[src/rtl/r2fft_pkg.sv]
// Shared types, constants and codes for the radix-2 complex FFT block.
`timescale 1ns / 1ps
package r2fft_pkg;

  // Fixed field widths
  localparam int DATA_W     = 36;
  localparam int CFG_W      = 4;
  localparam int CFG_IDX_W  = 1;
  localparam int ADDR_MAX_W = 16;

  // Parameter defaults
  localparam int MAX_LEN_DEF       = 4096;
  localparam int TWIDDLE_WIDTH_DEF = 16;

  // Register indexes and reset values
  localparam logic [CFG_IDX_W-1:0] REG_LOG2_LEN = 1'b0;
  localparam logic [CFG_IDX_W-1:0] REG_INVERSE  = 1'b1;
  localparam logic [3:0]           LOG2_LEN_RST = 4'd10;

  // Request commands
  localparam logic CMD_LOAD = 1'b0;
  localparam logic CMD_READ = 1'b1;

  typedef struct packed {
    logic                     cmd;
    logic signed [DATA_W-1:0] sample_re;
    logic signed [DATA_W-1:0] sample_im;
  } in_req_t;

  typedef struct packed {
    logic signed [DATA_W-1:0] out_re;
    logic signed [DATA_W-1:0] out_im;
    logic                     out_last;
  } out_res_t;

  // Store write data select
  typedef enum logic [1:0] {
    WSEL_SAMPLE,
    WSEL_DIFF,
    WSEL_SUM
  } wsel_t;

  // Controller to datapath commands
  typedef struct packed {
    logic                  st_we;
    wsel_t                 wsel;
    logic [ADDR_MAX_W-1:0] st_waddr;
    logic [ADDR_MAX_W-1:0] st_raddr;
    logic [ADDR_MAX_W-1:0] tw_raddr;
    logic                  cap_x;
    logic                  cap_w;
    logic                  cap_a;
    logic                  mul_en;
    logic                  add_en;
    logic                  sum_en;
    logic                  out_load;
    logic                  out_last;
    logic                  inverse;
    logic [3:0]            lg;
  } dp_cmd_t;

  // Datapath to controller status
  typedef struct packed {
    logic out_busy;
  } dp_sts_t;

  typedef enum logic [3:0] {
    C_INIT,
    C_IDLE,
    C_BF_RDJ,
    C_BF_RDI,
    C_BF_CAPA,
    C_BF_ADD,
    C_BF_WRJ,
    C_BF_WRI,
    C_RDW
  } ctrl_state_t;

  typedef enum logic [3:0] {
    T_X,
    T_XR,
    T_X2,
    T_X2R,
    T_TM,
    T_DIVLD,
    T_DIV,
    T_TUP,
    T_SM,
    T_SR,
    T_WR,
    T_DONE
  } tw_state_t;

endpackage

[src/rtl/r2fft_twgen.sv]
// Twiddle table builder: fixed-point Taylor sin/cos on one shared multiplier.
`timescale 1ns / 1ps
module r2fft_twgen #(
  parameter int MAX_LEN       = 4096,
  parameter int TWIDDLE_WIDTH = 16,
  localparam int MAXLG = $clog2(MAX_LEN + 1) - 1,
  localparam int TAW   = (MAXLG > 1) ? MAXLG - 1 : 1
) (
  input  logic                       clk,
  input  logic                       rst_n,
  output logic                       tw_we,
  output logic [TAW-1:0]             tw_waddr,
  output logic [2*TWIDDLE_WIDTH-1:0] tw_wdata,
  output logic                       done
);
  import r2fft_pkg::*;

  localparam int F   = TWIDDLE_WIDTH - 1;
  localparam int QSH = 30 - F;
  localparam logic [TAW-1:0] IDX_LAST = TAW'((1 << (MAXLG - 1)) - 1);
  localparam logic [32:0]    TWO_PI_Q30 = 33'd6746518852;
  localparam logic [30:0]    Q30_ONE    = 31'h4000_0000;

  // Taylor divisors, highest term first, as ceil(2^k/d) with k = 30 + ceil(log2 d);
  // exact floor division for any 30-bit dividend
  function automatic logic [32:0] recip_mul(input logic cos_ph, input logic [2:0] k);
    logic [32:0] m;
    m = 33'd1073741824;
    if (!cos_ph) begin
      case (k)
        3'd0:    m = 33'd1249445032;  // 110
        3'd1:    m = 33'd1908874354;  // 72
        3'd2:    m = 33'd1636178018;  // 42
        3'd3:    m = 33'd1717986919;  // 20
        default: m = 33'd1431655766;  // 6
      endcase
    end else begin
      case (k)
        3'd0:    m = 33'd2082408386;  // 132
        3'd1:    m = 33'd1527099484;  // 90
        3'd2:    m = 33'd1227133514;  // 56
        3'd3:    m = 33'd1145324613;  // 30
        3'd4:    m = 33'd1431655766;  // 12
        default: m = 33'd1073741824;  // 2
      endcase
    end
    return m;
  endfunction

  function automatic logic [5:0] recip_shift(input logic cos_ph, input logic [2:0] k);
    logic [5:0] s;
    s = 6'd31;
    if (!cos_ph) begin
      case (k)
        3'd0:    s = 6'd37;
        3'd1:    s = 6'd37;
        3'd2:    s = 6'd36;
        3'd3:    s = 6'd35;
        default: s = 6'd33;
      endcase
    end else begin
      case (k)
        3'd0:    s = 6'd38;
        3'd1:    s = 6'd37;
        3'd2:    s = 6'd36;
        3'd3:    s = 6'd35;
        3'd4:    s = 6'd34;
        default: s = 6'd31;
      endcase
    end
    return s;
  endfunction

  // Round half up to F fraction bits, saturate just below one
  function automatic logic [F-1:0] quant(input logic [30:0] v);
    logic [31:0] q;
    q = ({1'b0, v} + (32'd1 << (QSH - 1))) >> QSH;
    if (q > 32'((1 << F) - 1)) begin
      q = 32'((1 << F) - 1);
    end
    return q[F-1:0];
  endfunction

  tw_state_t      state_r, state_nxt;
  logic [TAW-1:0] idx_r, idx_nxt;
  logic [2:0]     n_r, n_nxt;
  logic           cos_r, cos_nxt;

  logic [63:0] prod_r;
  logic [29:0] x_r, x_nxt;
  logic [29:0] x2_r, x2_nxt;
  logic [30:0] t_r, t_nxt;
  logic [30:0] s_r, s_nxt;
  logic [29:0] dv_r, dv_nxt;

  logic [31:0] ph;
  logic [1:0]  oct;
  logic [29:0] rr;
  logic [30:0] ma;
  logic [32:0] mb;
  logic [63:0] rnd;
  logic [32:0] rmul;
  logic [5:0]  rsh;
  logic [63:0] quo;
  logic [F-1:0] cq, sq;
  logic signed [TWIDDLE_WIDTH-1:0] wr, wi;

  // Phase of the current entry, folded into the first octant
  assign ph  = 32'(idx_r) << (32 - MAXLG);
  assign oct = ph[30:29];
  assign rr  = oct[0] ? (30'h2000_0000 - {1'b0, ph[28:0]}) : {1'b0, ph[28:0]};

  assign rmul = recip_mul(cos_r, n_r);
  assign rsh  = recip_shift(cos_r, n_r);
  assign quo  = prod_r >> rsh;

  // Multiplier operand select
  always_comb begin
    ma = 31'(x2_r);
    mb = 33'(t_r);
    case (state_r)
      T_X: begin
        ma = 31'(rr);
        mb = TWO_PI_Q30;
      end
      T_X2: begin
        ma = 31'(x_r);
        mb = 33'(x_r);
      end
      T_DIV: begin
        ma = 31'(dv_r);
        mb = rmul;
      end
      T_SM: begin
        ma = 31'(x_r);
        mb = 33'(t_r);
      end
      default: begin
        ma = 31'(x2_r);
        mb = 33'(t_r);
      end
    endcase
  end

  // Octant mapping of the quantized pair
  always_comb begin
    cq = quant(t_r);
    sq = quant(s_r);
    case (oct)
      2'd0: begin
        wr = $signed({1'b0, cq});
        wi = $signed({1'b0, sq});
      end
      2'd1: begin
        wr = $signed({1'b0, sq});
        wi = $signed({1'b0, cq});
      end
      2'd2: begin
        wr = -$signed({1'b0, sq});
        wi = $signed({1'b0, cq});
      end
      default: begin
        wr = -$signed({1'b0, cq});
        wi = $signed({1'b0, sq});
      end
    endcase
  end

  // Sequencer
  always_comb begin
    state_nxt = state_r;
    idx_nxt   = idx_r;
    n_nxt     = n_r;
    cos_nxt   = cos_r;
    x_nxt     = x_r;
    x2_nxt    = x2_r;
    t_nxt     = t_r;
    s_nxt     = s_r;
    dv_nxt    = dv_r;
    rnd       = 64'd0;
    tw_we     = 1'b0;
    case (state_r)
      T_X:  state_nxt = T_XR;
      T_XR: begin
        rnd       = prod_r + 64'h8000_0000;
        x_nxt     = rnd[61:32];
        state_nxt = T_X2;
      end
      T_X2: state_nxt = T_X2R;
      T_X2R: begin
        rnd       = prod_r + 64'h2000_0000;
        x2_nxt    = rnd[59:30];
        t_nxt     = Q30_ONE;
        n_nxt     = 3'd0;
        cos_nxt   = 1'b0;
        state_nxt = T_TM;
      end
      T_TM: state_nxt = T_DIVLD;
      T_DIVLD: begin
        dv_nxt    = prod_r[59:30];
        state_nxt = T_DIV;
      end
      // Divide by the term's constant through its reciprocal
      T_DIV: state_nxt = T_TUP;
      T_TUP: begin
        t_nxt = Q30_ONE - {1'b0, quo[29:0]};
        n_nxt = n_r + 3'd1;
        if (!cos_r && n_r == 3'd4) begin
          state_nxt = T_SM;
        end else if (cos_r && n_r == 3'd5) begin
          state_nxt = T_WR;
        end else begin
          state_nxt = T_TM;
        end
      end
      T_SM: state_nxt = T_SR;
      T_SR: begin
        s_nxt     = prod_r[60:30];
        t_nxt     = Q30_ONE;
        n_nxt     = 3'd0;
        cos_nxt   = 1'b1;
        state_nxt = T_TM;
      end
      T_WR: begin
        tw_we = 1'b1;
        if (idx_r == IDX_LAST) begin
          state_nxt = T_DONE;
        end else begin
          idx_nxt   = idx_r + TAW'(1);
          state_nxt = T_X;
        end
      end
      T_DONE: state_nxt = T_DONE;
      default: state_nxt = T_X;
    endcase
  end

  // Control registers
  always_ff @(posedge clk) begin
    if (!rst_n) begin
      state_r <= T_X;
      idx_r   <= '0;
      n_r     <= 3'd0;
      cos_r   <= 1'b0;
    end else begin
      state_r <= state_nxt;
      idx_r   <= idx_nxt;
      n_r     <= n_nxt;
      cos_r   <= cos_nxt;
    end
  end

  // Arithmetic registers
  always_ff @(posedge clk) begin
    prod_r <= 64'(ma) * 64'(mb);
    x_r    <= x_nxt;
    x2_r   <= x2_nxt;
    t_r    <= t_nxt;
    s_r    <= s_nxt;
    dv_r   <= dv_nxt;
  end

  assign tw_waddr = idx_r;
  assign tw_wdata = {wr, wi};
  assign done     = (state_r == T_DONE);

endmodule

[config.mk]
export PLATFORM = sky130hd
export DESIGN_NAME = r2fft_twgen
export DESIGN_NICKNAME = d
export VERILOG_FILES = /design/src/rtl/r2fft_pkg.sv /design/src/rtl/r2fft_twgen.sv
export SDC_FILE = /design/constraint.sdc
export NUM_CORES = 2
export LEC_CHECK = 0
export BUFFER_PORTS_ARGS = -buffer_cell sky130_fd_sc_hd__buf_2
export CAP_MARGIN = 20
export CORE_MARGIN = 1
export CORE_UTILIZATION = 25
export CTS_BUF_LIST = sky130_fd_sc_hd__clkbuf_4 sky130_fd_sc_hd__clkbuf_8
export DETAILED_ROUTE_END_ITERATION = 10
export PLACE_DENSITY = 0.35
export SLEW_MARGIN = 20
export SYNTH_ARGS = -nofsm -noshare
export SYNTH_HDL_FRONTEND = slang
export SYNTH_SLANG_ARGS = --single-unit
[constraint.sdc]
create_clock -name clk -period 17.8 [get_ports clk]
set_input_delay 2.67 -clock clk [delete_from_list [all_inputs] [get_ports clk]]
set_output_delay 2.67 -clock clk [all_outputs]
set_load 0.05 [all_outputs]
Word level (Yosys, flattened, before mapping)
Cells that the tools add are included.

storage, ports and cells
  register bits after elaboration = 235
  input port bits = 2
  output and inout port bits = 45

operators by class
  add/sub/neg operators = 10
  multipliers = 1
  magnitude comparators = 2
  equality and inequality tests = 19
  shifts and indexed selects = 1
  multiplexer cells = 21
  bitwise operators = 1
  reductions and logical operators = 13

operators with widths
  operator                count
  $pmux 30 s5             1
  $pmux 30 s4             1
  $pmux 33 s3             1
  $pmux 30 s3             1
  $add 31x15->32 const B  2
  $mul 31x33->64          1
  $shr 64x6->30           1
  $add 62x32->62 const B  1
  $pmux 31 s2             1
  $add 60x30->60 const B  1
  $pmux 16 s3             1
  $mux 15                 3
  $pmux 4 s11             1
  $gt 17x15->1 const B    2
  $mux 33                 1
  $neg 15->16             2
  $sub 31x30->31 const A  1
  $mux 30                 1
  $pmux 6 s5              1
  $sub 30x29->30 const A  1
  $eq 4x3->1 const B      4
  $eq 4x4->1 const B      4
  $mux 4                  3
  $add 11x1->11 const B   1
  other kinds (23)        31

Longest topological paths before layout
  depth in word-level cells = 7
  mapped depth = 41
  mapped depth without buffers = 37

Worst setup path after synthesis
Ideal clock, no wire load.

  path type = reg-to-reg
  from = register n_r[2]
  to = register prod_r[54]
  setup time = 122 ps
  arrival = 9361 ps
  required time = 17678 ps
  setup slack = 8317 ps
  cell stages (with the launch flop) = 34
  path buffers = 4
  cells stage by stage = dfxtp_1 > buf_2 > clkbuf_1 > inv_1 > ha_1 > or4_4 > buf_6 > nor2_8 > nor3_1 > o32ai_1 > clkbuf_1 > nor2_1 > fa_1 > fa_1 > fa_1 > inv_1 > fa_1 > inv_1 > fa_1 > fa_1 > fa_1 > inv_1 > fa_1 > inv_1 > ha_1 > and3_1 > nand4_1 > or3_1 > a2111o_1 > and3_1 > o21a_1 > o311ai_1 > nand2b_1 > o311a_1

between the ends
  cells in the longest elaborated chain, start to end = 5

ends and longest elaborated chain
  item                                        RTL line                              source
  from (decl)                                 r2fft_twgen.sv:86                     logic [2:0] n_r, n_nxt;
  from (signal assigned)                      r2fft_twgen.sv:248                    n_r <= n_nxt;
  $eq 3x3->1, or another cell as far along    r2fft_twgen.sv:38                     case (k)
  $pmux 30 s5 or $pmux 30 s4 (tied branches)  r2fft_twgen.sv:38, r2fft_twgen.sv:30
  $mux 33 *                                   r2fft_twgen.sv:29                     if (!cos_ph) begin
  $pmux 33 s3 *                               r2fft_twgen.sv:121                    case (state_r)
  $mul 31x33->64 *                            r2fft_twgen.sv:255                    prod_r <= 64'(ma) * 64'(mb);
  to (signal assigned)                        r2fft_twgen.sv:255
  to (decl)                                   r2fft_twgen.sv:89                     logic [63:0] prod_r;

Every way passes the cells marked *; elsewhere a longest branch is shown, timed or not.
A chain may end at the register's enable or synchronous reset.

Worst setup path after layout
  from = register n_r[2]
  to = register prod_r[63]

Same word-level chain as after synthesis.

==> summary.txt <==
Run status
  – Status: finished, final reports clean

Detailed routing
  – Final wirelength: 190.8 mm
  – 1st-pass router iterations: 6
  – Drt wl/cell: 26.13 um
  – Post-route ant nets: 0
  – Routed vias: 34,970
  – Vias per inst: 4.790
  – Initial DRC Count: 2,712
  – Drt drc: 0

Floorplan
  – Cell row count: 153
  – Die H: 421.5 um
  – Core Box Area: 0.1744 mm2
  – IO Count: 47
  – Starting Density: 25.23%
  – Die Wd: 421.5 um
  – Die area: 0.1777 mm2

STA
  – Final period utilization: 64.00%
  – Min Tclk post-route: 11.39 ns
  – Setup WS post-layout: 6.407 ns
  – Final Hold Viols: 0
  – RSZ-0062 raised after global routing: no
  – Setup TNS after final layout: 0 ns
  – Tightest Pin Transition: 1.099 ns
  – Slew margin rel.: 26.69%
  – Peak Freq: 87.78 MHz
  – Final Max Tran Viols: 0
  – Clk_skew: 0.03411 ns
  – Setup Viol. Count Final: 0

Min path
  – Hold/Removal Path Class: reg -> reg

Clock network
  – Setup bufs post-CTS: 0
  – CTS tree: built
  – CTS Buffer Depth: 2
  – # clock sinks: 195
  – Hold-fix buffers, CTS: 0
  – Clock transition at the registers of the reported paths: 0.13 ns
  – Root Driver: clkbuf_8
  – Post-CTS sizing: 0
  – H-tree levels: 4
  – Clk_lat worst skew: 0.59 ns
  – Num CTS Buffers: 17

Final layout
  – Post-layout util: 27.35%
  – Nets: 6,102
  – Final cell count without fillers: 7,300
  – Area Growth Syn to Fin: 8.391%
  – Layout cells sized above 1: 6.113%

GRT
  – Global Route Usage Sum: 21.56%
  – Vias in the first global route: 37,200
  – Global-route wire length before repair: 276.6 mm
  – Largest net degree at the start of global routing: 46
  – Gr ovfl total: 0
  – Antenna violations before repair: 12

Setup path
  – Worst path arrival time: 11.86 ns
  – Max incr delay on CP: 0.80 ns
  – CP delay by family, top: adder cells
  – Crit-path slowest cell: o31ai_1
  – Crit. End Element: register
  – WS Path Type: reg -> reg
  – CP bufs+invs: 7
  – CP startpoint kind: register
  – Cell mode on critical path: fa_1
  – Crit path required time: 18.26 ns
  – Worst-path fanout max: 30

Yosys
  – #FFs+latches synth: 195
  – Seq/Total Area, Yosys: 12.01%
  – Post-synthesis cell area: 0.04400 mm2
  – Avg Inst Size Synth: 8.740 um2
  – Yosys warns: 0
  – Mapped Cells: 5,035
  – Synth Flop Type: edfxtp_1
  – Synth unique cells: 100
  – Async SR Flop Fraction: 0%
  – Post-synth EDFFs: 138

Placement
  – DP Wirelength: 146.6 mm
  – I/O Buffers: 45
  – Routability cong.: 0.9059
  – Place WS: 6.556 ns
  – DP Cell Count: 7,266

Job
  – Max cap viols: 0
==> worst min-delay path: cells and delay by family (launching register included) <==
family,cells,cell delay (ns)
flops,1,0.36
mux,1,0.13
simple gates,1,0.05
==> cells in the final DEF (no fill, tap or decap), drive strengths merged, types with 9 or more instances in the layout <==
master,n
edfxtp,138
a221o,13
and3,43
o21ai,117
mux4,10
or2,15
a31oi,26
dfxtp,57
a21oi,135
or3,14
and4,11
nand2,644
o21bai,9
fa,864
buf,165
a211oi,31
nor2,650
nor2b,27
nand4,39
o2111ai,10
nand3,74
o21a,20
a221oi,19
o211ai,23
o22ai,9
ha,276
a22oi,34
and2,55
nor3,49
a222oi,10
conb,43
clkbuf,17
inv,933
xor2,65
a21o,38
mux2i,29
nand2b,25
xnor2,112
==> cell usage after synthesis, drive strengths merged (7+ instances only) <==
master	count	area [um2]
a211o	7	61.31
a211oi	31	232.7
a21boi	8	71.32
a21o	38	285.3
a21oi	135	679.4
a221o	13	130.1
a221oi	19	166.4
a222oi	10	100.1
a22oi	34	255.2
a31oi	26	162.7
and2	55	344.1
and3	43	269.0
and4	11	96.34
buf	38	220.2
clkbuf	262	984.7
dfxtp	57	1141
edfxtp	138	4144
fa	864	17300
ha	276	3453
inv	927	3480
mux2	7	78.83
mux2i	29	290.3
mux4	10	225.2
nand2	644	2417
nand2b	25	156.4
nand3	74	370.4
nand4	39	256.5
nor2	650	2464
nor2b	27	168.9
nor3	49	250.2
nor4	8	86.33
o2111ai	10	87.58
o211ai	23	177.7
o21a	20	150.1
o21ai	117	600.6
o21bai	9	78.83
o221ai	8	70.07
o22ai	9	56.30
or2	15	93.84
or3	14	87.58
xnor2	112	980.9
xor2	65	569.3
==> flip-flops by register name, indices dropped and copies added (netlist names) <==
name      flops
s_r          17
tw_waddr     11
state_r       4
dv_r         30
x_r          30
prod_r       38
cos_r         1
x2_r         30
n_r           3
t_r          31
==> path summary, 6_finish.rpt <==
check	start	endpoint	slack, ns	cells past startpoint
worst max register to register	n_r[2]	prod_r[63]	6.41	34
worst max-delay path	n_r[2]	prod_r[63]	6.41	34
worst min register to register	n_r[1]	n_r[1]	0.57	2
worst min-delay path	n_r[1]	n_r[1]	0.57	2
==> logic make-up (layout without fill, tap and decap cells) <==
group / Yosys count / after routing / share of synthesized area [%]
simple gates: 1674 / 1674 / 16.43
buf+inv: 1228 / 1125 / 10.65
fa+ha+maj: 1140 / 1140 / 47.15
compound gates: 573 / 573 / 8.857
flops: 195 / 195 / 12.01
xor+xnor: 177 / 177 / 3.523
mux: 46 / 46 / 1.351
other cells: 2 / 45 / 0.01707
==> metal layers <==
layer	up-vias	track usage (%)	routed length, um
met5	-	0	0
met4	0	4.152	3926
met3	143	1.715	7481
met2	954	35.18	89120
met1	18380	31.14	90230
li1	15490	-	-
==> area by class of cell <==
class / count / area, um2
Antenna cell: 2 / 5.005
Clock buffer: 17 / 234.0
Clock inverter: 15 / 215.2
Fill cell: 18810 / 126700
Inverter: 928 / 3483
Multi-Input combinational cell: 3653 / 34440
Sequential cell: 195 / 5285
Tap cell: 2325 / 2909
Timing Repair Buffer: 165 / 1126
==> metrics by stage <==
stage | cell area [um2] | hold slack [ns]
floorplan | 44160 | 0.4064
global placement | 47240 | 0.5512
detailed placement | 47240 | 0.5566
CTS | 47690 | 0.5742
global route | 47690 | 0.6173
finish | 47700 | 0.5718
Power is left out: the tool's default activity adds up to more than one toggle a clock period on the data nets, which glitch-free logic cannot reach.
