## config.mk

```make
export PLATFORM = sky130hd
export DESIGN_NAME = r2fft_ctrl
export DESIGN_NICKNAME = d
export VERILOG_FILES = /design/src/rtl/r2fft_pkg.sv /design/src/rtl/r2fft_ctrl.sv
export SDC_FILE = /design/constraint.sdc
export NUM_CORES = 1
export LEC_CHECK = 0
export ABC_AREA = 1
export BUFFER_PORTS_ARGS = -buffer_cell sky130_fd_sc_hd__buf_4
export CAP_MARGIN = 20
export CORE_ASPECT_RATIO = 1.5
export CORE_UTILIZATION = 60
export CTS_CLUSTER_DIAMETER = 100
export DETAILED_ROUTE_END_ITERATION = 7
export GPL_ROUTABILITY_DRIVEN = 1
export GPL_TIMING_DRIVEN = 0
export MAX_ROUTING_LAYER = met4
export PLACE_DENSITY = 0.91
export SLEW_MARGIN = 20
export SYNTH_ARGS = -nofsm -noshare
export SYNTH_HDL_FRONTEND = slang
export SYNTH_SLANG_ARGS = --single-unit
```

## constraint.sdc

```tcl
create_clock -name clk -period 11.2 [get_ports clk]
set_input_delay 0 -clock clk [delete_from_list [all_inputs] [get_ports clk]]
set_output_delay 0 -clock clk [all_outputs]
set_load 0.005 [all_outputs]
```

## src/rtl/r2fft_pkg.sv

```systemverilog
// Shared types, constants and codes for the radix-2 complex FFT block.
`timescale 1ns / 1ps
package r2fft_pkg;

  // Fixed field widths
  localparam int DATA_W     = 36;
  localparam int CFG_W      = 4;
  localparam int CFG_IDX_W  = 1;
  localparam int ADDR_MAX_W = 16;

  // Parameter defaults
  localparam int MAX_LEN_DEF       = 4096;
  localparam int TWIDDLE_WIDTH_DEF = 16;

  // Register indexes and reset values
  localparam logic [CFG_IDX_W-1:0] REG_LOG2_LEN = 1'b0;
  localparam logic [CFG_IDX_W-1:0] REG_INVERSE  = 1'b1;
  localparam logic [3:0]           LOG2_LEN_RST = 4'd10;

  // Request commands
  localparam logic CMD_LOAD = 1'b0;
  localparam logic CMD_READ = 1'b1;

  typedef struct packed {
    logic                     cmd;
    logic signed [DATA_W-1:0] sample_re;
    logic signed [DATA_W-1:0] sample_im;
  } in_req_t;

  typedef struct packed {
    logic signed [DATA_W-1:0] out_re;
    logic signed [DATA_W-1:0] out_im;
    logic                     out_last;
  } out_res_t;

  // Store write data select
  typedef enum logic [1:0] {
    WSEL_SAMPLE,
    WSEL_DIFF,
    WSEL_SUM
  } wsel_t;

  // Controller to datapath commands
  typedef struct packed {
    logic                  st_we;
    wsel_t                 wsel;
    logic [ADDR_MAX_W-1:0] st_waddr;
    logic [ADDR_MAX_W-1:0] st_raddr;
    logic [ADDR_MAX_W-1:0] tw_raddr;
    logic                  cap_x;
    logic                  cap_w;
    logic                  cap_a;
    logic                  mul_en;
    logic                  add_en;
    logic                  sum_en;
    logic                  out_load;
    logic                  out_last;
    logic                  inverse;
    logic [3:0]            lg;
  } dp_cmd_t;

  // Datapath to controller status
  typedef struct packed {
    logic out_busy;
  } dp_sts_t;

  typedef enum logic [3:0] {
    C_INIT,
    C_IDLE,
    C_BF_RDJ,
    C_BF_RDI,
    C_BF_CAPA,
    C_BF_ADD,
    C_BF_WRJ,
    C_BF_WRI,
    C_RDW
  } ctrl_state_t;

  typedef enum logic [3:0] {
    T_X,
    T_XR,
    T_X2,
    T_X2R,
    T_TM,
    T_DIVLD,
    T_DIV,
    T_TUP,
    T_SM,
    T_SR,
    T_WR,
    T_DONE
  } tw_state_t;

endpackage

```

## src/rtl/r2fft_ctrl.sv

```systemverilog
// Controller: frame counters, butterfly address generation and request handling.
`timescale 1ns / 1ps
module r2fft_ctrl #(
  parameter int MAX_LEN = 4096
) (
  input  logic                               clk,
  input  logic                               rst_n,
  input  logic                               in_valid,
  output logic                               in_ready,
  input  logic                               in_cmd,
  input  logic                               cfg_we,
  input  logic [r2fft_pkg::CFG_IDX_W-1:0]    cfg_index,
  input  logic [r2fft_pkg::CFG_W-1:0]        cfg_data,
  input  logic                               tw_done,
  input  r2fft_pkg::dp_sts_t                 sts,
  output r2fft_pkg::dp_cmd_t                 cmd
);
  import r2fft_pkg::*;

  localparam int MAXLG = $clog2(MAX_LEN + 1) - 1;

  ctrl_state_t      state_r, state_nxt;
  logic [MAXLG-1:0] load_count_r, load_count_nxt;
  logic [MAXLG-1:0] read_count_r, read_count_nxt;
  logic             frame_ready_r, frame_ready_nxt;
  logic [3:0]       s_r, s_nxt;
  logic [MAXLG-1:0] b_r, b_nxt;
  logic [3:0]       log2_len_r, log2_len_nxt;
  logic             inverse_r, inverse_nxt;

  logic [3:0]       lg;
  logic [MAXLG:0]   n;
  logic [MAXLG-1:0] n_m1, half_m1;
  logic [MAXLG-1:0] load_idx, rev_full, load_addr;
  logic [MAXLG:0]   load_next;
  logic [MAXLG-1:0] span, m, ia, ja, tidx;
  logic [4:0]       tsh;

  // Clamp the length to at least two points and to what the store holds
  always_comb begin
    lg = log2_len_r;
    if (lg == 4'd0) begin
      lg = 4'd1;
    end
    if (32'(lg) > MAXLG) begin
      lg = 4'(MAXLG);
    end
  end

  assign n       = (MAXLG + 1)'(1) << lg;
  assign n_m1    = MAXLG'(n - (MAXLG + 1)'(1));
  assign half_m1 = MAXLG'((n >> 1) - (MAXLG + 1)'(1));

  // Loads land at bit-reversed addresses, so no permutation pass is needed
  assign load_idx  = frame_ready_r ? '0 : load_count_r;
  assign load_next = {1'b0, load_idx} + (MAXLG + 1)'(1);
  always_comb begin
    for (int k = 0; k < MAXLG; k++) begin
      rev_full[k] = load_idx[MAXLG-1-k];
    end
  end
  assign load_addr = rev_full >> (5'(MAXLG) - {1'b0, lg});

  // Butterfly pair and twiddle index for stage s, butterfly b
  assign span = MAXLG'(1) << s_r;
  assign m    = b_r & (span - MAXLG'(1));
  assign ia   = ((b_r >> s_r) << (s_r + 4'd1)) | m;
  assign ja   = ia | span;
  assign tsh  = 5'(MAXLG - 1) - {1'b0, s_r};
  assign tidx = m << tsh;

  always_comb begin
    state_nxt       = state_r;
    load_count_nxt  = load_count_r;
    read_count_nxt  = read_count_r;
    frame_ready_nxt = frame_ready_r;
    s_nxt           = s_r;
    b_nxt           = b_r;
    log2_len_nxt    = log2_len_r;
    inverse_nxt     = inverse_r;
    in_ready        = 1'b0;
    cmd             = '0;
    cmd.wsel        = WSEL_SAMPLE;
    cmd.st_raddr    = ADDR_MAX_W'(read_count_r);
    cmd.inverse     = inverse_r;
    cmd.lg          = lg;
    case (state_r)
      // Wait for the twiddle table
      C_INIT: begin
        if (tw_done) begin
          state_nxt = C_IDLE;
        end
      end
      C_IDLE: begin
        in_ready = 1'b1;
        if (in_valid) begin
          if (in_cmd == CMD_LOAD) begin
            cmd.st_we       = 1'b1;
            cmd.st_waddr    = ADDR_MAX_W'(load_addr);
            frame_ready_nxt = 1'b0;
            read_count_nxt  = '0;
            if (load_next == n) begin
              load_count_nxt = '0;
              s_nxt          = 4'd0;
              b_nxt          = '0;
              state_nxt      = C_BF_RDJ;
            end else begin
              load_count_nxt = load_next[MAXLG-1:0];
            end
          end else if (frame_ready_r) begin
            state_nxt = C_RDW;
          end
        end
      end
      // Butterfly: read both points and the twiddle, multiply, add, write back
      C_BF_RDJ: begin
        cmd.st_raddr = ADDR_MAX_W'(ja);
        cmd.tw_raddr = ADDR_MAX_W'(tidx);
        state_nxt    = C_BF_RDI;
      end
      C_BF_RDI: begin
        cmd.st_raddr = ADDR_MAX_W'(ia);
        cmd.cap_x    = 1'b1;
        cmd.cap_w    = 1'b1;
        state_nxt    = C_BF_CAPA;
      end
      C_BF_CAPA: begin
        cmd.cap_a  = 1'b1;
        cmd.mul_en = 1'b1;
        state_nxt  = C_BF_ADD;
      end
      C_BF_ADD: begin
        cmd.add_en = 1'b1;
        state_nxt  = C_BF_WRJ;
      end
      C_BF_WRJ: begin
        cmd.st_we    = 1'b1;
        cmd.wsel     = WSEL_DIFF;
        cmd.st_waddr = ADDR_MAX_W'(ja);
        cmd.sum_en   = 1'b1;
        state_nxt    = C_BF_WRI;
      end
      C_BF_WRI: begin
        cmd.st_we    = 1'b1;
        cmd.wsel     = WSEL_SUM;
        cmd.st_waddr = ADDR_MAX_W'(ia);
        state_nxt    = C_BF_RDJ;
        if (b_r == half_m1) begin
          b_nxt = '0;
          if (s_r == lg - 4'd1) begin
            frame_ready_nxt = 1'b1;
            state_nxt       = C_IDLE;
          end else begin
            s_nxt = s_r + 4'd1;
          end
        end else begin
          b_nxt = b_r + MAXLG'(1);
        end
      end
      // Read data is out of the store; hand it over once the output is free
      C_RDW: begin
        if (!sts.out_busy) begin
          cmd.out_load = 1'b1;
          cmd.out_last = (read_count_r == n_m1);
          if (read_count_r == n_m1) begin
            frame_ready_nxt = 1'b0;
            read_count_nxt  = '0;
          end else begin
            read_count_nxt = read_count_r + MAXLG'(1);
          end
          state_nxt = C_IDLE;
        end
      end
      default: state_nxt = C_IDLE;
    endcase

    // Register writes abandon any frame in progress
    if (cfg_we) begin
      if (cfg_index == REG_LOG2_LEN) begin
        log2_len_nxt = cfg_data;
      end else begin
        inverse_nxt = cfg_data[0];
      end
      load_count_nxt  = '0;
      read_count_nxt  = '0;
      frame_ready_nxt = 1'b0;
      if (state_r != C_INIT && state_r != C_RDW) begin
        state_nxt = C_IDLE;
      end
    end
  end

  always_ff @(posedge clk) begin
    if (!rst_n) begin
      state_r       <= C_INIT;
      load_count_r  <= '0;
      read_count_r  <= '0;
      frame_ready_r <= 1'b0;
      s_r           <= 4'd0;
      b_r           <= '0;
      log2_len_r    <= LOG2_LEN_RST;
      inverse_r     <= 1'b0;
    end else begin
      state_r       <= state_nxt;
      load_count_r  <= load_count_nxt;
      read_count_r  <= read_count_nxt;
      frame_ready_r <= frame_ready_nxt;
      s_r           <= s_nxt;
      b_r           <= b_nxt;
      log2_len_r    <= log2_len_nxt;
      inverse_r     <= inverse_nxt;
    end
  end

endmodule

```

* After elaboration in Yosys (flattened, before gate mapping)
Cells that the tools add are included.
Word-level totals: bits in registers 50, logic and storage cells 122
Operators by class: magnitude comparators 1, bitwise gates (word level) 6, shift-type cells 6, multiplexer cells 54, add/subtract/negate cells 10, equal/unequal tests 21, reductions and logical operators 16
Operator list (number):
- $mux W12 | 13
- $pmux W12 S2 | 3
- $mux W4 | 15
- $pmux W16 S3 | 1
- $pmux W4 S9 | 1
- $sub A12 B1 Y12 const B | 3
- $add A12 B1 Y12 const B | 2
- $eq A12 B12 Y1 | 2
- $or A12 B12 Y12 | 2
- $eq A4 B3 Y1 const B | 4
- $ne A2 B2 Y1 const B | 8
- $add A12 B1 Y13 const B | 1
- $eq A13 B13 Y1 | 1
- $shl A1 B4 Y13 const A | 1
- $and A12 B12 Y12 | 1
- $mux W2 | 6
- $shl A1 B4 Y12 const A | 1
- $shl A12 B4 Y12 | 1
- $shl A12 B5 Y12 | 1
- $shr A12 B4 Y12 | 1
- $shr A12 B5 Y12 | 1
- $mux W1 | 11
- $sub A4 B4 Y5 const A | 2
- $eq A4 B2 Y1 const B | 2
- other kinds (23) | 30

* Longest topological paths before layout
Gate-level depths: netlist (run 1).
depth after elaboration 12, depth in mapped cells 25, mapped depth without buffers 25

* Least setup slack after synthesis (run 1)
Ideal clock, no wire load.
path type reg2reg, from register log2_len_r[2], to register read_count_r[7], cell stages (with the launch flop) 25, data arrival time 3693 ps, buffers on the path 2, required time 11070 ps, slack 7377 ps, clock period less this slack 3823 ps, cell sequence dfxtp_1 inv_1 ha_1 nand2_4 inv_2 o21ai_2 clkbuf_1 ha_1 ha_1 nand2_1 ha_1 xnor2_1 nor2_1 nand2_1 nor2_1 nand2_1 nor2_1 nand2_1 nor2_1 nand3_1 o21ai_1 nand2_1 nand2_1 buf_4 nor3_2
Between the ends: longest elaborated chain between the ends 10
Ends and longest elaborated chain:
- from (decl) | line r2fft_ctrl.sv:28 | logic [3:0] log2_len_r, log2_len_nxt;
- from (signal assigned) | line r2fft_ctrl.sv:210 | log2_len_r <= log2_len_nxt;
- $logic_not A4 Y1 | line r2fft_ctrl.sv:42 | if (lg == 4'd0) begin
- $mux W4 * | line r2fft_ctrl.sv:42
- $gt A4 B4 Y1 | line r2fft_ctrl.sv:45 | if (32'(lg) > MAXLG) begin
- $mux W4 * | line r2fft_ctrl.sv:45
- $shl A1 B4 Y13 * | line r2fft_ctrl.sv:50 | assign n = (MAXLG + 1)'(1) << lg;
- $sub A12 B1 Y12 * | line r2fft_ctrl.sv:51 | assign n_m1 = MAXLG'(n - (MAXLG + 1)'(1));
- $eq A12 B12 Y1 * | line r2fft_ctrl.sv:165 | if (read_count_r == n_m1) begin
- $mux W12 * | line r2fft_ctrl.sv:165
- $mux W12 * | line r2fft_ctrl.sv:162 | if (!sts.out_busy) begin
- $pmux W12 S2 * | line r2fft_ctrl.sv:87 | case (state_r)
- to (signal assigned) | line r2fft_ctrl.sv:206 | read_count_r <= read_count_nxt;
- to (decl) | line r2fft_ctrl.sv:24 | logic [MAXLG-1:0] read_count_r, read_count_nxt;
Every way passes the cells marked *; elsewhere a longest branch is shown, timed or not. The select of a mux whose other input is x is not followed. A chain may end at the register's enable or synchronous reset.

==> out/summary.txt, run 1 <==
Async set or reset register ratio after synthesis = 0
Hold WC Path Type = input port to flop
Maximum clock path buffer count = 2
Worst setup margin = 6.15 ns
Slew margin rel. = 0.503
Die X = 89.8 um
Post-route cell area = 7870 um^2
Status = complete, no violations
CTS Buf Count = 5
Worst-Skew Late Latency = 0.30 ns
Iter 0 DRT Violations = 903
Placed instance area = 7640 um^2
N_diodes = 0
Root Buffer = clkbuf_16
Synth warnings = 0
Period utilization = 0.451
Startpoint Class = flop
DPL Wire Length = 21900 um
Cell family with most CP delay = simple AND/OR/NAND/NOR gates
Crit path DAT = 5.05 ns
# fillers = 1098
Synth Register Bits = 50
CTS resizes = 0
Place WS = 6.52 ns
Max incr delay on CP = 0.54 ns
Crit-path slowest cell = dfxtp_1
MaxCap Viol Count = 0
Area leader, netlist = nand2_1
Synth Instances = 1250
Final min period = 5.05 ns
Core Region = 11200 um^2
Register area share after synthesis = 0.144
Maximum fanout along the worst path = 12
FP Rows = 47
Largest net degree at the start of global routing = 16
Final setup violation count = 0
F_max = 198 MHz
CTS tree = done
Io pins = 77
VDD IR max = 65.4 uV
Share of cells above drive strength 1 = 0.134
Drt pass-1 iters = 5
Total Power = 0.665 mW
Library cells used by synthesis = 50
Grt ovf = 0
Synth Cell Area = 6940 um^2
Most frequent cell after synthesis = nand2_1
Final GP Congestion = 1.12
Fin. max-slew vios = 0
Die area = 12000 um^2
First-pass GRT wire length = 42800 um
Vias in the first global route = 8141
Commonest cells in the netlist = 401 x nand2_1, 131 x inv_1, 126 x nor2_1, 108 x nand3_1, 89 x o21ai_0
Share of the synthesized area in the top cell type = 0.217
Initial antenna violation count = 0
Total GRT Usage = 0.477
Top cells by area, synth = nand2_1 22%, dfxtp_1 14%, nand3_1 7.8%
CP required = 11.20 ns
WP buf/inv = 4
Setup TNS Final = 0 ns
RSZ-0062 raised after global routing = false
EDFF count, synth = 0
Via count = 8807
DRT antenna net count = 0
Port bufs = 64
Initial Utilization = 0.621
DIE HEIGHT = 134 um
Area grow syn2layout = 13.4%
# clock sinks = 50
Fin util = 0.704
Syn_area_per_cell = 5.55 um^2
Prevailing post-synth register cell = dfxtp_1
Via-to-Cell Ratio = 5.93
Clk slew on worst S/H paths = 0.08 ns
Final Hold Fails = 0
Nets = 1378
Final wirelength = 27500 um
Worst setup EP type = primary output
H-tree Lvls = 2
PwrDens = 84.4 nW/um^2
Final Skew = 0.0120 ns
CP Class = flop to primary output
Leakage power = 3.72 nW
Slew @ Worst Pin = 0.743 ns
Remaining DRCs = 0
Crit-path cells = inv_1 > ha_1 > nand2_4 > inv_2 > o21ai_2 > clkbuf_1 > ha_1 > ha_1 > nand2_1 > ha_1 > xnor2_1 > nor2_1 > nand2_1 > nor2_1 > nand2_1 > nor2_1 > nand2_1 > nor2_1 > nand3_1 > or2_2 > nor3_1 > buf_4
WL per Instance = 18.5 um
## worst register-to-register path, delay by kind of cell (launching register included)
kind / cells / cell delay (ns)
compound gates: 2 / 0.56
xor+xnor: 1 / 0.13
fa+ha+maj: 4 / 1.27
buf+inv: 4 / 0.87
flops: 1 / 0.54
simple gates: 13 / 1.32
## cells by family (layout without fill, tap and decap cells)
kind of cell,count (synthesis),after routing,synth area share
and+or+nand+nor,747,747,0.482
buffers and inverters,208,286,0.130
AOI/OAI and AO/OA,186,186,0.155
DFF,50,50,0.144
adders and majority gates,28,28,0.0505
xor gates and xnor gates,28,28,0.0353
muxes,2,2,0.00289
other,1,12,0.000540
## flip-flops by register name, indices dropped and copies added, names as in the netlist
register,flops
state_r,4
s_r,4
log2_len_r,4
frame_ready_r,1
load_count_r,12
b_r,12
read_count_r,12
inverse_r,1
## power by group
part	internal (mW)	switching [mW]	leakage (nW)
combinational	0.0883	0.206	3.24
sequential	0.181	0.00659	0.405
clock	0.106	0.0769	0.0771
total	0.375	0.289	3.72
## per-layer routing
metal	vias to the layer above	routed length [um]	track usage
li1	4209	-	-
met1	3880	9070	0.460
met2	513	12900	0.789
met3	205	2270	0.0902
met4	0	3240	0.473
met5	-	0	-
## cell type report
cell class	instances	area [um^2]	area share
buffer	61	349	0.0443
clock buffer	6	129	0.0164
clock inverter	2	37.5	0.00477
inverter	147	554	0.0704
multi-input combinational	1003	5080	0.645
sequential	50	1000	0.127
tap	147	184	0.0234
timing repair buffer	70	541	0.0687
## final timing paths
kind | slack [ns] | from | depth (start not counted) | endpoint
worst max-delay path | 6.15 | log2_len_r[2] | 22 | cmd[5]
worst min-delay path | 0.06 | cfg_we | 3 | inverse_r
worst max register to register | 6.41 | log2_len_r[2] | 24 | read_count_r[9]
worst min register to register | 0.50 | load_count_r[11] | 2 | load_count_r[11]
## through the flow
stage,instances,hold WS (ns)
3_3_place_gp,1472,0.219
3_5_place_dp,1472,0.226
4_1_cts,1486,0.0463
5_1_grt,1486,0.0672
6_report,1486,0.0573
2_1_floorplan,1261,0.0365
## placed cells by master (no fill, tap or decap), types with 4 or more instances in the layout
cell / n
buf_6: 5
clkbuf_1: 28
o21ai_1: 7
nor2_2: 21
nor2_4: 4
buf_2: 6
nand2_4: 4
dlygate4sd3_1: 6
nand2_1: 401
nand3_2: 7
xnor2_1: 9
nor3_1: 17
o211ai_1: 26
conb_1: 12
o21ai_0: 89
a21oi_1: 40
clkinv_1: 4
nand4_1: 31
buf_4: 84
o22ai_1: 5
clkbuf_16: 5
ha_1: 28
inv_1: 131
dfxtp_1: 50
nand3_1: 108
inv_2: 11
xor2_1: 19
nand2_2: 12
or2_2: 4
nor2_1: 126
## what timing repair did
item                                   4_1_cts  5_1_grt
endpoints found under the hold margin        6        0
setup buffers                                0        0
hold buffers                                 6        0
setup endpoints to repair                    0        0
(Power assumes the default switching activity.)
==> inputs of run 2 (changes only) <==
ABC_AREA = 0   (was 1)
CORE_UTILIZATION = 55   (was 60)
PLACE_DENSITY = 0.89   (was 0.91)
clock period = 4.33 ns   (was 11.2 ns; I/O delays follow)
==> run 2 against run 1 <==
  * Wire length shrank 5.0%
  * Sequential power grew 150%
  * Core utilization shrank 3.2 points
  * Register-to-register slack lost 6.2 ns
  * Synthesized area shrank 2.2%
  * Clock power grew to 2.6 times the previous value
  * Synthesized cell count shrank 22%
  * Clock skew shrank 0.0014 ns
  * Count of clock-buffer cells in the layout is the same
  * Non-clock buffer count grew 49
  * Total power grew 90%
  * Largest power group is now sequential cells
==> out/summary.txt, run 2 <==
CP required = 4.56 ns
Worst Hold End = inverse_r
WHS = 0.00683 ns
DIE HEIGHT = 138 um
Sw Share = 0.300
Switching power = 0.379 mW
Pint = 0.886 mW
Share of cells above drive strength 1 = 0.177
Largest net degree at the start of global routing = 20
Leakage power = 2.97 nW
Cell family with most CP delay = simple AND/OR/NAND/NOR gates
Port bufs = 64
Synth warnings = 0
GRT met3 Usage = 0.0495
FP Rows = 49
Via count = 8277
Clock network power share = 0.371
PwrDens = 156 nW/um^2
F_max = 240 MHz
Max incr delay on CP = 0.59 ns
Crit path DAT = 4.39 ns
Syn_area_per_cell = 6.95 um^2
Critical R2R Capture = b_r[10]
N_diodes = 0
Worst-Skew Late Latency = 0.30 ns
Finished Layout Cells = 1229
Remaining DRCs = 0
FF-to-FF setup slack = 0.16 ns
Startpoint Class = flop
Core Region = 12000 um^2
Area leader, netlist = dfxtp_1
# fillers = 1064
Final setup violation count = 0
Setup TNS Final = 0 ns
Share of the synthesized area in the top cell type = 0.148
Hold WC Path Type = input port to flop
Clk slew on worst S/H paths = 0.07 ns
Grt ovf = 0
DRT antenna net count = 0
Initial antenna violation count = 0
Sequential cell area = 1000 um^2
Final Skew = 0.0106 ns
CP Class = flop to flop
Power share of the combinational group = 0.258
Slew margin rel. = 0.373
Crit Reg-Reg Startpoint = log2_len_r[2]
Worst setup EP type = flop
EDFF count, synth = 0
Initial Utilization = 0.565
Via-to-Cell Ratio = 6.73
Synth Register Bits = 50
Final Hold Fails = 0
Crit-path slowest cell = or4_4
Slew @ Worst Pin = 0.932 ns
MaxCap Viol Count = 0
Nets = 1116
Synth Cell Area = 6780 um^2
Hold wc startpoint = rst_n
GR Util met2 = 0.708
WL per Instance = 21.2 um
DPL Wire Length = 19700 um
Most frequent cell after synthesis = nor2_1
Vias in the first global route = 7844
Most used cell, CP = ha_4
Most frequent cells in the layout = 118 x nor2_1, 99 x buf_4, 92 x nand2_1
R2R depth = 20
WP buf/inv = 6
Total GRT Usage = 0.417
Die X = 92.7 um
Placed Instances = 1204
# clock sinks = 50
Drt pass-1 iters = 5
Maximum clock path buffer count = 2
Top cells by area, synth = dfxtp_1 15%, nor2_1 6.8%, xnor2_1 5.7%
Prevailing post-synth register cell = dfxtp_1
VDD IR max = 178 uV
Die area = 12800 um^2
Maximum fanout along the worst path = 12
Final wirelength = 26100 um
Commonest non-fill, non-tap cell in the layout = nor2_1
H-tree Lvls = 2
First-pass GRT wire length = 40600 um
Library cells used by synthesis = 76
Worst hold stages = 2
Period utilization = 0.963
Iter 0 DRT Violations = 621
Root Buffer = clkbuf_16
Io pins = 77
Status = complete, no violations
Register area share after synthesis = 0.148
Met1 global-route usage = 0.434
Synth Instances = 976
Footprint of the multi-input gates = 5490 um^2
Crit-path cells = buf_6 > inv_4 > ha_4 > nor2b_2 > nor2_2 > nor2_4 > clkinv_4 > clkbuf_8 > ha_4 > ha_4 > a21boi_4 > or3_1 > nand3_1 > or4_4 > nor4_4 > buf_4 > nor2_2 > buf_6 > or4_1 > a21oi_1
Reg power frac = 0.371
CTS Buf Count = 5
Final min period = 4.17 ns
CTS tree = done
Async set or reset register ratio after synthesis = 0
GRT busiest layer = met2
Final GP Congestion = 1.03
Fin. max-slew vios = 0
Area grow syn2layout = 19.2%
Top flop regs = b_r: 12 flops, load_count_r: 12 flops, read_count_r: 12 flops
Commonest cells in the netlist = 123 x nor2_1, 92 x nand2_1, 68 x a21oi_1, 68 x clkbuf_1
-- run 2: worst max path at each step --
stage	from	endpoint	slack [ns]	cells after the start
2_1_floorplan	log2_len_r[2]	s_r[3]	0.03	19
3_3_place_gp	log2_len_r[2]	read_count_r[8]	-1.14	21
3_5_place_dp	log2_len_r[2]	read_count_r[5]	-1.20	21
4_1_cts	log2_len_r[2]	b_r[10]	0.01	20
5_1_grt	log2_len_r[2]	b_r[10]	-0.003	20
6_report	log2_len_r[2]	b_r[10]	0.16	20
-- run 2: cell families (layout without fill, tap and decap cells) --
kind of cell    Yosys count  after routing  share of synthesized area
simple gates            403            403                      0.295
compound gates          257            257                      0.247
buf+inv                 123            212                     0.0797
xor+xnor                 71             71                     0.0937
flops                    50             50                      0.148
mux                      43             43                     0.0856
fa+ha+maj                28             28                     0.0516
other cells               1             12                   0.000553
-- run 2: power by group through the flow --
stage	sequential, mW	combinational (mW)	clock [mW]
2_1_floorplan	0.478	0.195	0
3_3_place_gp	0.479	0.270	0
3_5_place_dp	0.479	0.274	0
4_1_cts	0.469	0.305	0.470
5_1_grt	0.470	0.350	0.485
6_report	0.469	0.326	0.469
-- run 2: stage by stage --
step                cell area, um^2  setup slack [ns]  utilization  total power, mW
finish                         8090             0.161        0.673             1.26
detailed placement             7510             -1.20        0.625            0.753
global route                   8090          -0.00297        0.673             1.31
CTS                            7960            0.0103        0.662             1.24
global placement               7510             -1.14        0.625            0.749
floorplan                      6840            0.0307            -            0.673
-- run 2: layout make-up --
| type | count | area share |
|---|---|---|
| tap | 153 | 0.0237 |
| clock inverter | 1 | 0.00371 |
| clock buffer | 6 | 0.0172 |
| sequential | 50 | 0.124 |
| multi-input combinational | 814 | 0.679 |
| timing repair buffer | 87 | 0.0823 |
| inverter | 25 | 0.0130 |
| buffer | 93 | 0.0568 |
-- run 2: worst register-to-register path, stage by stage (launching register included) --
cell	delay, ns
dfxtp_2	0.38
buf_6	0.16
inv_4	0.06
ha_4	0.17
nor2b_2	0.15
nor2_2	0.12
nor2_4	0.06
clkinv_4	0.08
clkbuf_8	0.19
ha_4	0.18
ha_4	0.18
a21boi_4	0.22
or3_1	0.13
nand3_1	0.08
or4_4	0.59
nor4_4	0.28
buf_4	0.18
nor2_2	0.05
buf_6	0.16
or4_1	0.51
a21oi_1	0.16
-- run 2: timing repair --
action,CTS,global route
setup endpoints to repair,66,51
setup buffers,10,7
gates cloned,1,0
gates resized for setup,40,28
pin swaps,6,4
hold endpoints to repair,5,0
hold buffers,5,0
-- run 2: per-layer routing --
metal	routed length [um]	vias to the layer above
met5	0	-
met2	12700	566
li1	-	3711
met3	2070	175
met4	2500	0
met1	8820	3825
